`src/rtl/core/bcdc_pkg.sv`:
```
`timescale 1ns / 1ps
// Shared types and constants for the button click duration classifier.
// No dependencies; used by button_click_duration_classifier_top.
package bcdc_pkg;

  // Sizing
  localparam int NUM_BUTTONS = 8;
  localparam int TIMER_BITS  = 16;
  localparam int ADDR_W      = (NUM_BUTTONS > 1) ? $clog2(NUM_BUTTONS) : 1;
  localparam int INDEX_W     = 3;
  localparam int COUNT_W     = 4;
  localparam int THRESH_W    = 16;
  localparam int CMP_W       = (TIMER_BITS > THRESH_W) ? TIMER_BITS : THRESH_W;
  localparam int CFG_INDEX_W = 2;
  localparam int CFG_DATA_W  = 16;

  // Configuration register indexes
  localparam logic [CFG_INDEX_W-1:0] CFG_BUTTONS_IN_USE   = 2'd0;
  localparam logic [CFG_INDEX_W-1:0] CFG_SHORT_THRESHOLD  = 2'd1;
  localparam logic [CFG_INDEX_W-1:0] CFG_MEDIUM_THRESHOLD = 2'd2;
  localparam logic [CFG_INDEX_W-1:0] CFG_LONG_THRESHOLD   = 2'd3;

  // Configuration reset values
  localparam logic [COUNT_W-1:0]  RESET_BUTTONS_IN_USE   = 4'd0;
  localparam logic [THRESH_W-1:0] RESET_SHORT_THRESHOLD  = 16'd5;
  localparam logic [THRESH_W-1:0] RESET_MEDIUM_THRESHOLD = 16'd50;
  localparam logic [THRESH_W-1:0] RESET_LONG_THRESHOLD   = 16'd200;

  // Click classes
  typedef enum logic [1:0] {
    CLASS_NONE   = 2'd0,
    CLASS_SHORT  = 2'd1,
    CLASS_MEDIUM = 2'd2,
    CLASS_LONG   = 2'd3
  } class_t;

  // Per-button state entry as stored in memory
  typedef struct packed {
    logic                  previous_level;
    logic                  timing_active;
    logic                  released_seen;
    logic [TIMER_BITS-1:0] press_timer;
    class_t                recorded_class;
  } entry_t;

  localparam int ENTRY_W = $bits(entry_t);

endpackage

```
`src/rtl/core/button_click_duration_classifier_top.sv`:
```
`timescale 1ns / 1ps
// Button click duration classifier: per-button state memory with read-modify-write.
// Depends on bcdc_pkg for sizing, class codes and the entry layout.
//
//  channel   | handshake                  | payload
//  ----------+----------------------------+-------------------------------------------
//  sample    | sample_valid, sample_stall | button_index, pin_level
//  result    | result_valid, result_stall | result_index, click_event, held_class,
//            |                            | ignored
//  config    | cfg_write                  | cfg_index, cfg_data
//
// One item per cycle sustained while the result side does not stall; an item is taken
// into the working stage, and its result is registered in the output register when that
// stage advances. The state memory is read on the taking edge and written back from the
// working stage as it advances; a back-to-back item for the same button takes the written
// entry from a bypass register. Synchronous reset clears per-entry valid bits, so all
// buttons read as zero at once. A stalled result holds the working stage; once that
// stage is full the sample side stalls in the same cycle.
module button_click_duration_classifier_top (
  input  logic                               clk,
  input  logic                               rst,
  // sample channel
  input  logic                               sample_valid,
  output logic                               sample_stall,
  input  logic [bcdc_pkg::INDEX_W-1:0]       button_index,
  input  logic                               pin_level,
  // result channel
  output logic                               result_valid,
  input  logic                               result_stall,
  output logic [bcdc_pkg::INDEX_W-1:0]       result_index,
  output logic [1:0]                         click_event,
  output logic [1:0]                         held_class,
  output logic                               ignored,
  // configuration port
  input  logic                               cfg_write,
  input  logic [bcdc_pkg::CFG_INDEX_W-1:0]   cfg_index,
  input  logic [bcdc_pkg::CFG_DATA_W-1:0]    cfg_data
);

  // Configuration registers
  logic [bcdc_pkg::COUNT_W-1:0]  buttons_in_use;
  logic [bcdc_pkg::THRESH_W-1:0] short_threshold;
  logic [bcdc_pkg::THRESH_W-1:0] medium_threshold;
  logic [bcdc_pkg::THRESH_W-1:0] long_threshold;

  // State memory and valid bits
  bcdc_pkg::entry_t               state_mem [bcdc_pkg::NUM_BUTTONS];
  logic [bcdc_pkg::NUM_BUTTONS-1:0] entry_valid;

  // Working stage
  logic                           work_valid;
  logic [bcdc_pkg::INDEX_W-1:0]   work_index;
  logic                           work_level;
  logic                           work_ignored;
  logic                           work_known;
  logic                           work_fwd;
  bcdc_pkg::entry_t               read_data;
  bcdc_pkg::entry_t               fwd_data;

  // Handshake and write-back
  logic                           accept;
  logic                           advance;
  logic                           mem_write;
  logic [bcdc_pkg::ADDR_W-1:0]    sample_addr;
  logic [bcdc_pkg::ADDR_W-1:0]    work_addr;
  logic                           sample_ignored;

  // Working stage combinational results
  bcdc_pkg::entry_t               entry_cur;
  bcdc_pkg::entry_t               entry_next;
  bcdc_pkg::class_t               event_next;
  logic [bcdc_pkg::CMP_W-1:0]     timer_cmp;

  assign advance      = !result_valid || !result_stall;
  assign sample_stall = work_valid && !advance;
  assign accept       = sample_valid && !sample_stall;
  assign mem_write    = work_valid && advance && !work_ignored;
  assign sample_addr  = bcdc_pkg::ADDR_W'(button_index);
  assign work_addr    = bcdc_pkg::ADDR_W'(work_index);

  // Flag indexes outside the configured or built range
  assign sample_ignored = ({1'b0, button_index} >= buttons_in_use) ||
                          (int'(button_index) >= bcdc_pkg::NUM_BUTTONS);

  // Write configuration registers
  always_ff @(posedge clk) begin
    if (rst) begin
      buttons_in_use   <= bcdc_pkg::RESET_BUTTONS_IN_USE;
      short_threshold  <= bcdc_pkg::RESET_SHORT_THRESHOLD;
      medium_threshold <= bcdc_pkg::RESET_MEDIUM_THRESHOLD;
      long_threshold   <= bcdc_pkg::RESET_LONG_THRESHOLD;
    end else if (cfg_write) begin
      unique case (cfg_index)
        bcdc_pkg::CFG_BUTTONS_IN_USE:   buttons_in_use   <= cfg_data[bcdc_pkg::COUNT_W-1:0];
        bcdc_pkg::CFG_SHORT_THRESHOLD:  short_threshold  <= cfg_data;
        bcdc_pkg::CFG_MEDIUM_THRESHOLD: medium_threshold <= cfg_data;
        bcdc_pkg::CFG_LONG_THRESHOLD:   long_threshold   <= cfg_data;
        default: ;
      endcase
    end
  end

  // Write back the updated entry
  always_ff @(posedge clk) begin
    if (mem_write) begin
      state_mem[work_addr] <= entry_next;
    end
  end

  // Read the entry of a taken item
  always_ff @(posedge clk) begin
    if (accept) begin
      read_data <= state_mem[sample_addr];
    end
  end

  // Track which entries have been written since reset
  always_ff @(posedge clk) begin
    if (rst) begin
      entry_valid <= '0;
    end else if (mem_write) begin
      entry_valid[work_addr] <= 1'b1;
    end
  end

  // Advance the working stage; catch a same-entry write for bypass
  always_ff @(posedge clk) begin
    if (rst) begin
      work_valid <= 1'b0;
    end else if (advance || !work_valid) begin
      work_valid <= accept;
    end
  end

  always_ff @(posedge clk) begin
    if (accept) begin
      work_index   <= button_index;
      work_level   <= pin_level;
      work_ignored <= sample_ignored;
      work_fwd     <= mem_write && (work_addr == sample_addr);
      work_known   <= entry_valid[sample_addr] || (mem_write && (work_addr == sample_addr));
      fwd_data     <= entry_next;
    end
  end

  // Select the current entry: bypass, memory, or reset value
  always_comb begin
    if (work_fwd) begin
      entry_cur = fwd_data;
    end else if (work_known) begin
      entry_cur = read_data;
    end else begin
      entry_cur = '0;
    end
  end

  // Edge detection, timer update and classification
  always_comb begin
    entry_next = entry_cur;
    event_next = bcdc_pkg::CLASS_NONE;
    if (entry_cur.previous_level && !work_level) begin
      entry_next.timing_active = 1'b1;
      entry_next.released_seen = 1'b0;
    end else if (!entry_cur.previous_level && work_level) begin
      entry_next.timing_active = 1'b0;
      entry_next.released_seen = 1'b1;
    end
    entry_next.previous_level = work_level;

    // Count while timing, hold at full scale
    if (entry_next.timing_active && !(&entry_cur.press_timer)) begin
      entry_next.press_timer = entry_cur.press_timer + 1'b1;
    end
    timer_cmp = bcdc_pkg::CMP_W'(entry_next.press_timer);

    if (entry_next.released_seen) begin
      if (timer_cmp > bcdc_pkg::CMP_W'(long_threshold)) begin
        event_next = bcdc_pkg::CLASS_LONG;
      end else if (timer_cmp > bcdc_pkg::CMP_W'(medium_threshold)) begin
        event_next = bcdc_pkg::CLASS_MEDIUM;
      end else if (timer_cmp > bcdc_pkg::CMP_W'(short_threshold)) begin
        event_next = bcdc_pkg::CLASS_SHORT;
      end
      if (event_next != bcdc_pkg::CLASS_NONE) begin
        entry_next.recorded_class = event_next;
        entry_next.timing_active  = 1'b0;
        entry_next.press_timer    = '0;
      end
    end
  end

  // Output register
  always_ff @(posedge clk) begin
    if (rst) begin
      result_valid <= 1'b0;
    end else if (advance) begin
      result_valid <= work_valid;
    end
  end

  always_ff @(posedge clk) begin
    if (advance && work_valid) begin
      result_index <= work_index;
      ignored      <= work_ignored;
      if (work_ignored) begin
        click_event <= bcdc_pkg::CLASS_NONE;
        held_class  <= bcdc_pkg::CLASS_NONE;
      end else begin
        click_event <= event_next;
        held_class  <= entry_next.recorded_class;
      end
    end
  end

  // Checks
  a_ignored_quiet: assert property (@(posedge clk) disable iff (rst)
    (result_valid && ignored) |->
      (click_event == bcdc_pkg::CLASS_NONE && held_class == bcdc_pkg::CLASS_NONE))
    else $error("ignored item carries a click class");

  a_event_recorded: assert property (@(posedge clk) disable iff (rst)
    (result_valid && !ignored && click_event != bcdc_pkg::CLASS_NONE) |->
      (held_class == click_event))
    else $error("decided click not recorded as held class");

  a_no_write_when_held: assert property (@(posedge clk) disable iff (rst)
    (work_valid && !advance) |-> !mem_write)
    else $error("state written while working stage is held");

  a_bypass_marks_known: assert property (@(posedge clk) disable iff (rst)
    (work_valid && work_fwd) |-> work_known)
    else $error("bypassed entry not marked as written");

  a_write_sets_valid: assert property (@(posedge clk) disable iff (rst)
    mem_write |=> entry_valid[$past(work_addr)])
    else $error("written entry not marked valid");

endmodule
```
`config.mk`:
```
export PLATFORM = sky130hd
export DESIGN_NAME = button_click_duration_classifier_top
export DESIGN_NICKNAME = d
export VERILOG_FILES = /design/src/rtl/core/bcdc_pkg.sv /design/src/rtl/core/button_click_duration_classifier_top.sv
export SDC_FILE = /design/constraint.sdc
export NUM_CORES = 1
export LEC_CHECK = 0
export BUFFER_PORTS_ARGS = -buffer_cell sky130_fd_sc_hd__clkbuf_2
export CORE_ASPECT_RATIO = 0.6
export CORE_UTILIZATION = 30
export CTS_CLUSTER_DIAMETER = 60
export DETAILED_ROUTE_END_ITERATION = 12
export PLACE_DENSITY = 0.43
export SYNTH_ARGS = -nofsm -noshare
export SYNTH_HDL_FRONTEND = slang
export SYNTH_SLANG_ARGS = --single-unit
```
`constraint.sdc`:
```
create_clock -name clk -period 8.4 [get_ports clk]
set_clock_uncertainty 0.15 [all_clocks]
set_input_delay 1.26 -clock clk [delete_from_list [all_inputs] [get_ports clk]]
set_output_delay 1.26 -clock clk [all_outputs]
set_load 0.02 [all_outputs]
```
Word level (Yosys, flattened, before mapping). Memory sizes are Yosys's and may differ from the RTL's. A register that Yosys moved wholly into a read port is not among the register bits. Cells that the tools add are included.

Bits in writable memories: 168. Flip-flop bits (word level): 98. Memories: 1. Output and inout bits: 10. Input bits: 27.

Memory list: state_mem (words 8, width 21, rd ports 1, clocked after memory_dff 1, wr ports 1, RTL line button_click_duration_classifier_top.sv:47) `bcdc_pkg::entry_t state_mem [bcdc_pkg::NUM_BUTTONS];`.

Bitwise gates (word level): 2. Reduce and logical (&&, ||, !) cells: 29. Muxes and demuxes: 19. Equal/unequal tests: 4. Magnitude comparators: 7. Add/subtract/negate cells: 1.

Operators with widths (number): $gt A16 B16 Y1 (3); $mux W21 (2); $mux W18 (2); $add A16 B1 Y16 const B (1); $mux W16 (1); $reduce_and A16 Y1 (1); $mux W2 (5); $logic_and A1 B1 Y1 (9); $logic_not A1 Y1 (9); $lt A3 B4 Y1 const B (2); $or A8 B8 Y8 (1); $reduce_and A2 Y1 (4); $mux W1 (7); $eq A2 B2 Y1 const B (2); $ge A3 B4 Y1 (1); $bmux W1 S3 (1); $demux W1 S3 (1); $eq A3 B3 Y1 (1); $ge A3 B1 Y1 const B (1); $logic_or A1 B1 Y1 (3); $eq A2 B1 Y1 const B (1); $logic_not A2 Y1 (1); $reduce_bool A2 Y1 (1); $reduce_or A2 Y1 (1); $not A1 Y1 (1).

Longest topological paths before layout.
Word-level depth: 16. Mapped depth: 21. Gate-level depth less buffers: 17.

Worst setup path before layout. Ideal clock, no wire load.

Kind: flip-flop to flip-flop. Start point: register work_fwd. End point: register fwd_data[5] (netlist name) (data pin). Clock period less this slack: 5.358 ns. Data arrival time: 4.901 ns. Data required time: 7.943 ns. Setup time: 0.307 ns. Setup slack: 3.042 ns. Stages on the path, launching flop included: 21. Cell sequence: edfxtp_1 > buf_6 > clkbuf_1 > nor2b_1 > clkbuf_1 > a22o_1 > ha_1 > o21a_1 > and4_1 > nor4_1 > nand3_1 > xor2_1 > ha_1 > nand4_1 > nor4_1 > o2111ai_1 > o21a_1 > o21a_1 > buf_4 > buf_4 > nor4_1.

RTL lines: start, declared (RTL line button_click_duration_classifier_top.sv:56) `logic work_fwd;`; start signal, assigned (RTL line button_click_duration_classifier_top.sv:140) `work_fwd <= mem_write && (work_addr == sample_addr);`; end signal, assigned (RTL line button_click_duration_classifier_top.sv:142) `fwd_data <= entry_next;`; end, declared (RTL line button_click_duration_classifier_top.sv:58) `bcdc_pkg::entry_t fwd_data;`.

==> impl_metrics.py <==
metrics = {
    "setup_path": {
        "critPathArrivalTime_ps": 7080,
        "r2r_start": "work_fwd",
        "crit_path_top_delay_cell": "nor4_1",
        "critPathBufInv": 1,
        "crit_family": "simple AND/OR/NAND/NOR gates",
        "endpoint_kind": "flop",
        "critPathKind": "flop to flop",
        "cp.required_ps": 8440,
        "worst_r2r_endpoint": "state_mem[2][19]",
        "r2r_slack_ps": 1360,
        "worstPathMaxFanout": 21,
        "max_stage_delay_ps": 1080,
        "reg2reg_depth": 17,
        "start_kind": "flop",
        "cpMostUsedCell": "nor4_1",
        "worstPathCellList": "and3b_1, nor2_1, clkinv_1, ha_1, o21a_1, and4_1, nor4_1, nand3_1, xor2_1, ha_1, nand4_1, nor4_1, nand3_1, o211ai_1, o21ai_0, o211a_1, nor4_1",
    },
    "final_layout": {
        "syn_to_final_growth_pct": 13.7,
        "insertedDiodeCount": 0,
        "final_common_cell": "edfxtp_1",
        "final_cell_mix": "edfxtp_1, nand2_1, a21oi_1, dfxtp_1, inv_1",
        "drive_gt1_share_pct": 18.6,
        "fillers": 4157,
        "fin_area_sq_mm": 0.0147,
        "fin_cells": 1615,
        "nNetsFinal": 1100,
    },
    "clocking": {
        "ctsHoldBuffers": 0,
        "cts.repair.resized": 0,
        "postCtsSetupBuffers": 0,
        "cts_num_sinks": 287,
        "cts.clk_slew.worst_paths_ps": 60,
        "cts_root_buf": "clkbuf_16",
        "cts_max_level": 1,
        "cts_tree": "built",
        "clk_path_buf_depth": 3,
        "clkLatencyLatePin_ps": 550,
        "numCtsBuffers": 27,
    },
    "timing": {
        "worst_pin_slew_ps": 1160,
        "finalCriticalPeriod_ps": 7040,
        "hold_viol_final": 0,
        "setup_tns_ps": 0,
        "timing.fmax_ghz": 0.142,
        "rsz0062_at_grt": "false",
        "period_share_pct": 83.9,
        "drv_slew": 0,
        "finalSetupViolCount": 0,
        "slew_headroom_pct": 22.0,
    },
    "drt": {
        "wl_um": 32700,
        "antenna_left": 0,
        "drc": 0,
        "dr.first_iter.drc_count": 637,
        "drt-wirelength-per-cell_um": 20.3,
        "vias": 8014,
        "viasPerCell": 4.96,
        "drt_first_pass_iters": 5,
    },
    "global_route": {
        "grt_overflow": 0,
        "track_usage_pct": 15.2,
        "grt_pass1_vias": 7964,
        "grt_pass1_wl_um": 50600,
        "grt_max_degree": 63,
        "antenna_found_initial": 0,
    },
    "logic_synthesis": {
        "synthFlopType": "edfxtp_1",
        "synth.yosys.seq_area_share_pct": 61.9,
        "async_flop_share_pct": 0,
        "synth-seq-cells": 287,
        "synth_compound_area_share_pct": 7.38,
        "synth_top_family_by_area": "simple AND/OR/NAND/NOR gates",
        "yosys.area_share.simple_pct": 11.7,
        "synth_fp_nets": 1049,
        "synth_xor_area_share_pct": 1.15,
        "synth-edff-count": 225,
        "synthMuxAreaShare_pct": 9.81,
        "avgSynthCellArea_sq_um": 13.3,
        "postSynthCellCount": 973,
        "ys_warn_count": 0,
        "synthAdderAreaFrac_pct": 4.82,
        "yosysUniqueCellTypes": 64,
        "synth_area_sq_mm": 0.0129,
    },
    "place": {
        "postPlaceCellArea_sq_mm": 0.0139,
        "dp_hpwl_um": 22400,
        "portBuffers": 36,
        "dp.cells": 1565,
        "gp_congestion": 0.865,
    },
    "hold_path": {
        "hp-start": "long_threshold[1]",
        "hold_class": "flop to flop",
        "min_path_cells": 2,
        "hold_end": "long_threshold[1]",
    },
    "pwr": {
        "power_density_mw_per_mm2": 214,
        "leakagePower_nw": 5.04,
        "total_power_mw": 3.15,
        "ir_drop_uv": 124,
    },
    "floorplanning": {
        "die_x_um": 270,
        "num_rows": 58,
        "coreArea_sq_mm": 0.0422,
        "die_h_um": 163,
        "boundaryPins": 37,
        "initial_core_util_pct": 30.7,
        "die_area_sq_mm": 0.0440,
    },
    "job": {
        "maxCapViolCount": 0,
    },
    "outcome": {
        "status": "completed",
    },
}
-- layer usage --
metal / track usage, % / share of wire (%) / vias to the layer above
li1: - / - / 3767
met1: 24.9 / 55 / 4040
met2: 20.5 / 39 / 173
met3: 2.34 / 4.5 / 34
met4: 2.84 / 1.4 / 0
met5: 0 / 0 / -
-- final cells by class --
cell class                      count  area, sq um  share of cell area, %
Clock buffer                       40          744                   5.06
Clock inverter                     10         85.1                  0.579
Inverter                           60          225                   1.53
Multi-Input combinational cell    584         4540                   30.9
Sequential cell                   287         8000                   54.4
Tap cell                          570          713                   4.85
Timing Repair Buffer               64          393                   2.67
-- worst max path at each step --
stage | from | to | cells past startpoint
final | work_fwd | state_mem[2][19] | 17
after global routing | work_fwd | state_mem[5][19] | 17
after CTS | work_fwd | state_mem[2][9] | 17
after detailed placement | work_fwd | state_mem[3][9] | 17
after global placement | work_fwd | state_mem[2][19] | 17
after floorplan | work_fwd | fwd_data[5] | 20
-- flip-flops by register name, summed over array words and instances, names as in the netlist, 3 cells and up --
register          cells
state_mem           168
buttons_in_use        4
medium_threshold     16
long_threshold       16
read_data            21
work_addr             3
result_index          3
entry_valid           8
short_threshold      16
fwd_data             21
-- power by group --
part           switching, mW  internal (mW)  total, mW  leakage, nW
clock network          0.528          0.647       1.17        0.409
logic                  0.224          0.122      0.346         2.03
registers             0.0266           1.60       1.63         2.60
total                  0.778           2.37       3.15         5.04
-- per-stage QoR --
stage	utilization, %	hold WS [ps]	setup WS, ps
5_1_grt	34.9	325	603
4_1_cts	34.9	307	1320
3_5_place_dp	32.9	298	1340
3_3_place_gp	32.9	296	1600
6_report	34.9	304	1360
2_1_floorplan	-	285	3040
-- synthesized netlist by cell type (6+ instances only) --
| cell | count | area [sq um] |
|---|---|---|
| and3_1 | 10 | 62.6 |
| inv_1 | 59 | 221 |
| mux2_2 | 22 | 248 |
| a211o_1 | 7 | 61.3 |
| dfxtp_1 | 62 | 1240 |
| edfxtp_1 | 225 | 6760 |
| nor4_1 | 11 | 68.8 |
| xnor2_1 | 13 | 114 |
| o21ai_0 | 24 | 120 |
| o211ai_1 | 6 | 45.0 |
| a22oi_1 | 9 | 67.6 |
| clkbuf_1 | 30 | 113 |
| and2_1 | 7 | 43.8 |
| nand3_1 | 20 | 100 |
| nand3b_1 | 7 | 52.6 |
| nand2_1 | 127 | 477 |
| ha_1 | 49 | 613 |
| mux4_2 | 44 | 991 |
| nor2_1 | 50 | 188 |
| nand4_1 | 12 | 75.1 |
| a21oi_1 | 63 | 315 |
| nor3_1 | 12 | 60.1 |
| o31ai_1 | 7 | 52.6 |
-- tightest hold or removal path: stages (launching register included) --
cell	delay (ps)
dfxtp_1	310
nand2_1	50
a21oi_1	50
-- cell families (layout without fill, tap and decap cells) --
kind of cell / Yosys count / after routing
flops: 287 / 287
simple gates: 297 / 297
mux: 69 / 69
xor+xnor: 17 / 17
compound gates: 151 / 151
buf+inv: 102 / 174
fa+ha+maj: 50 / 50
No activity file was read; power rests on OpenSTA's default activity.
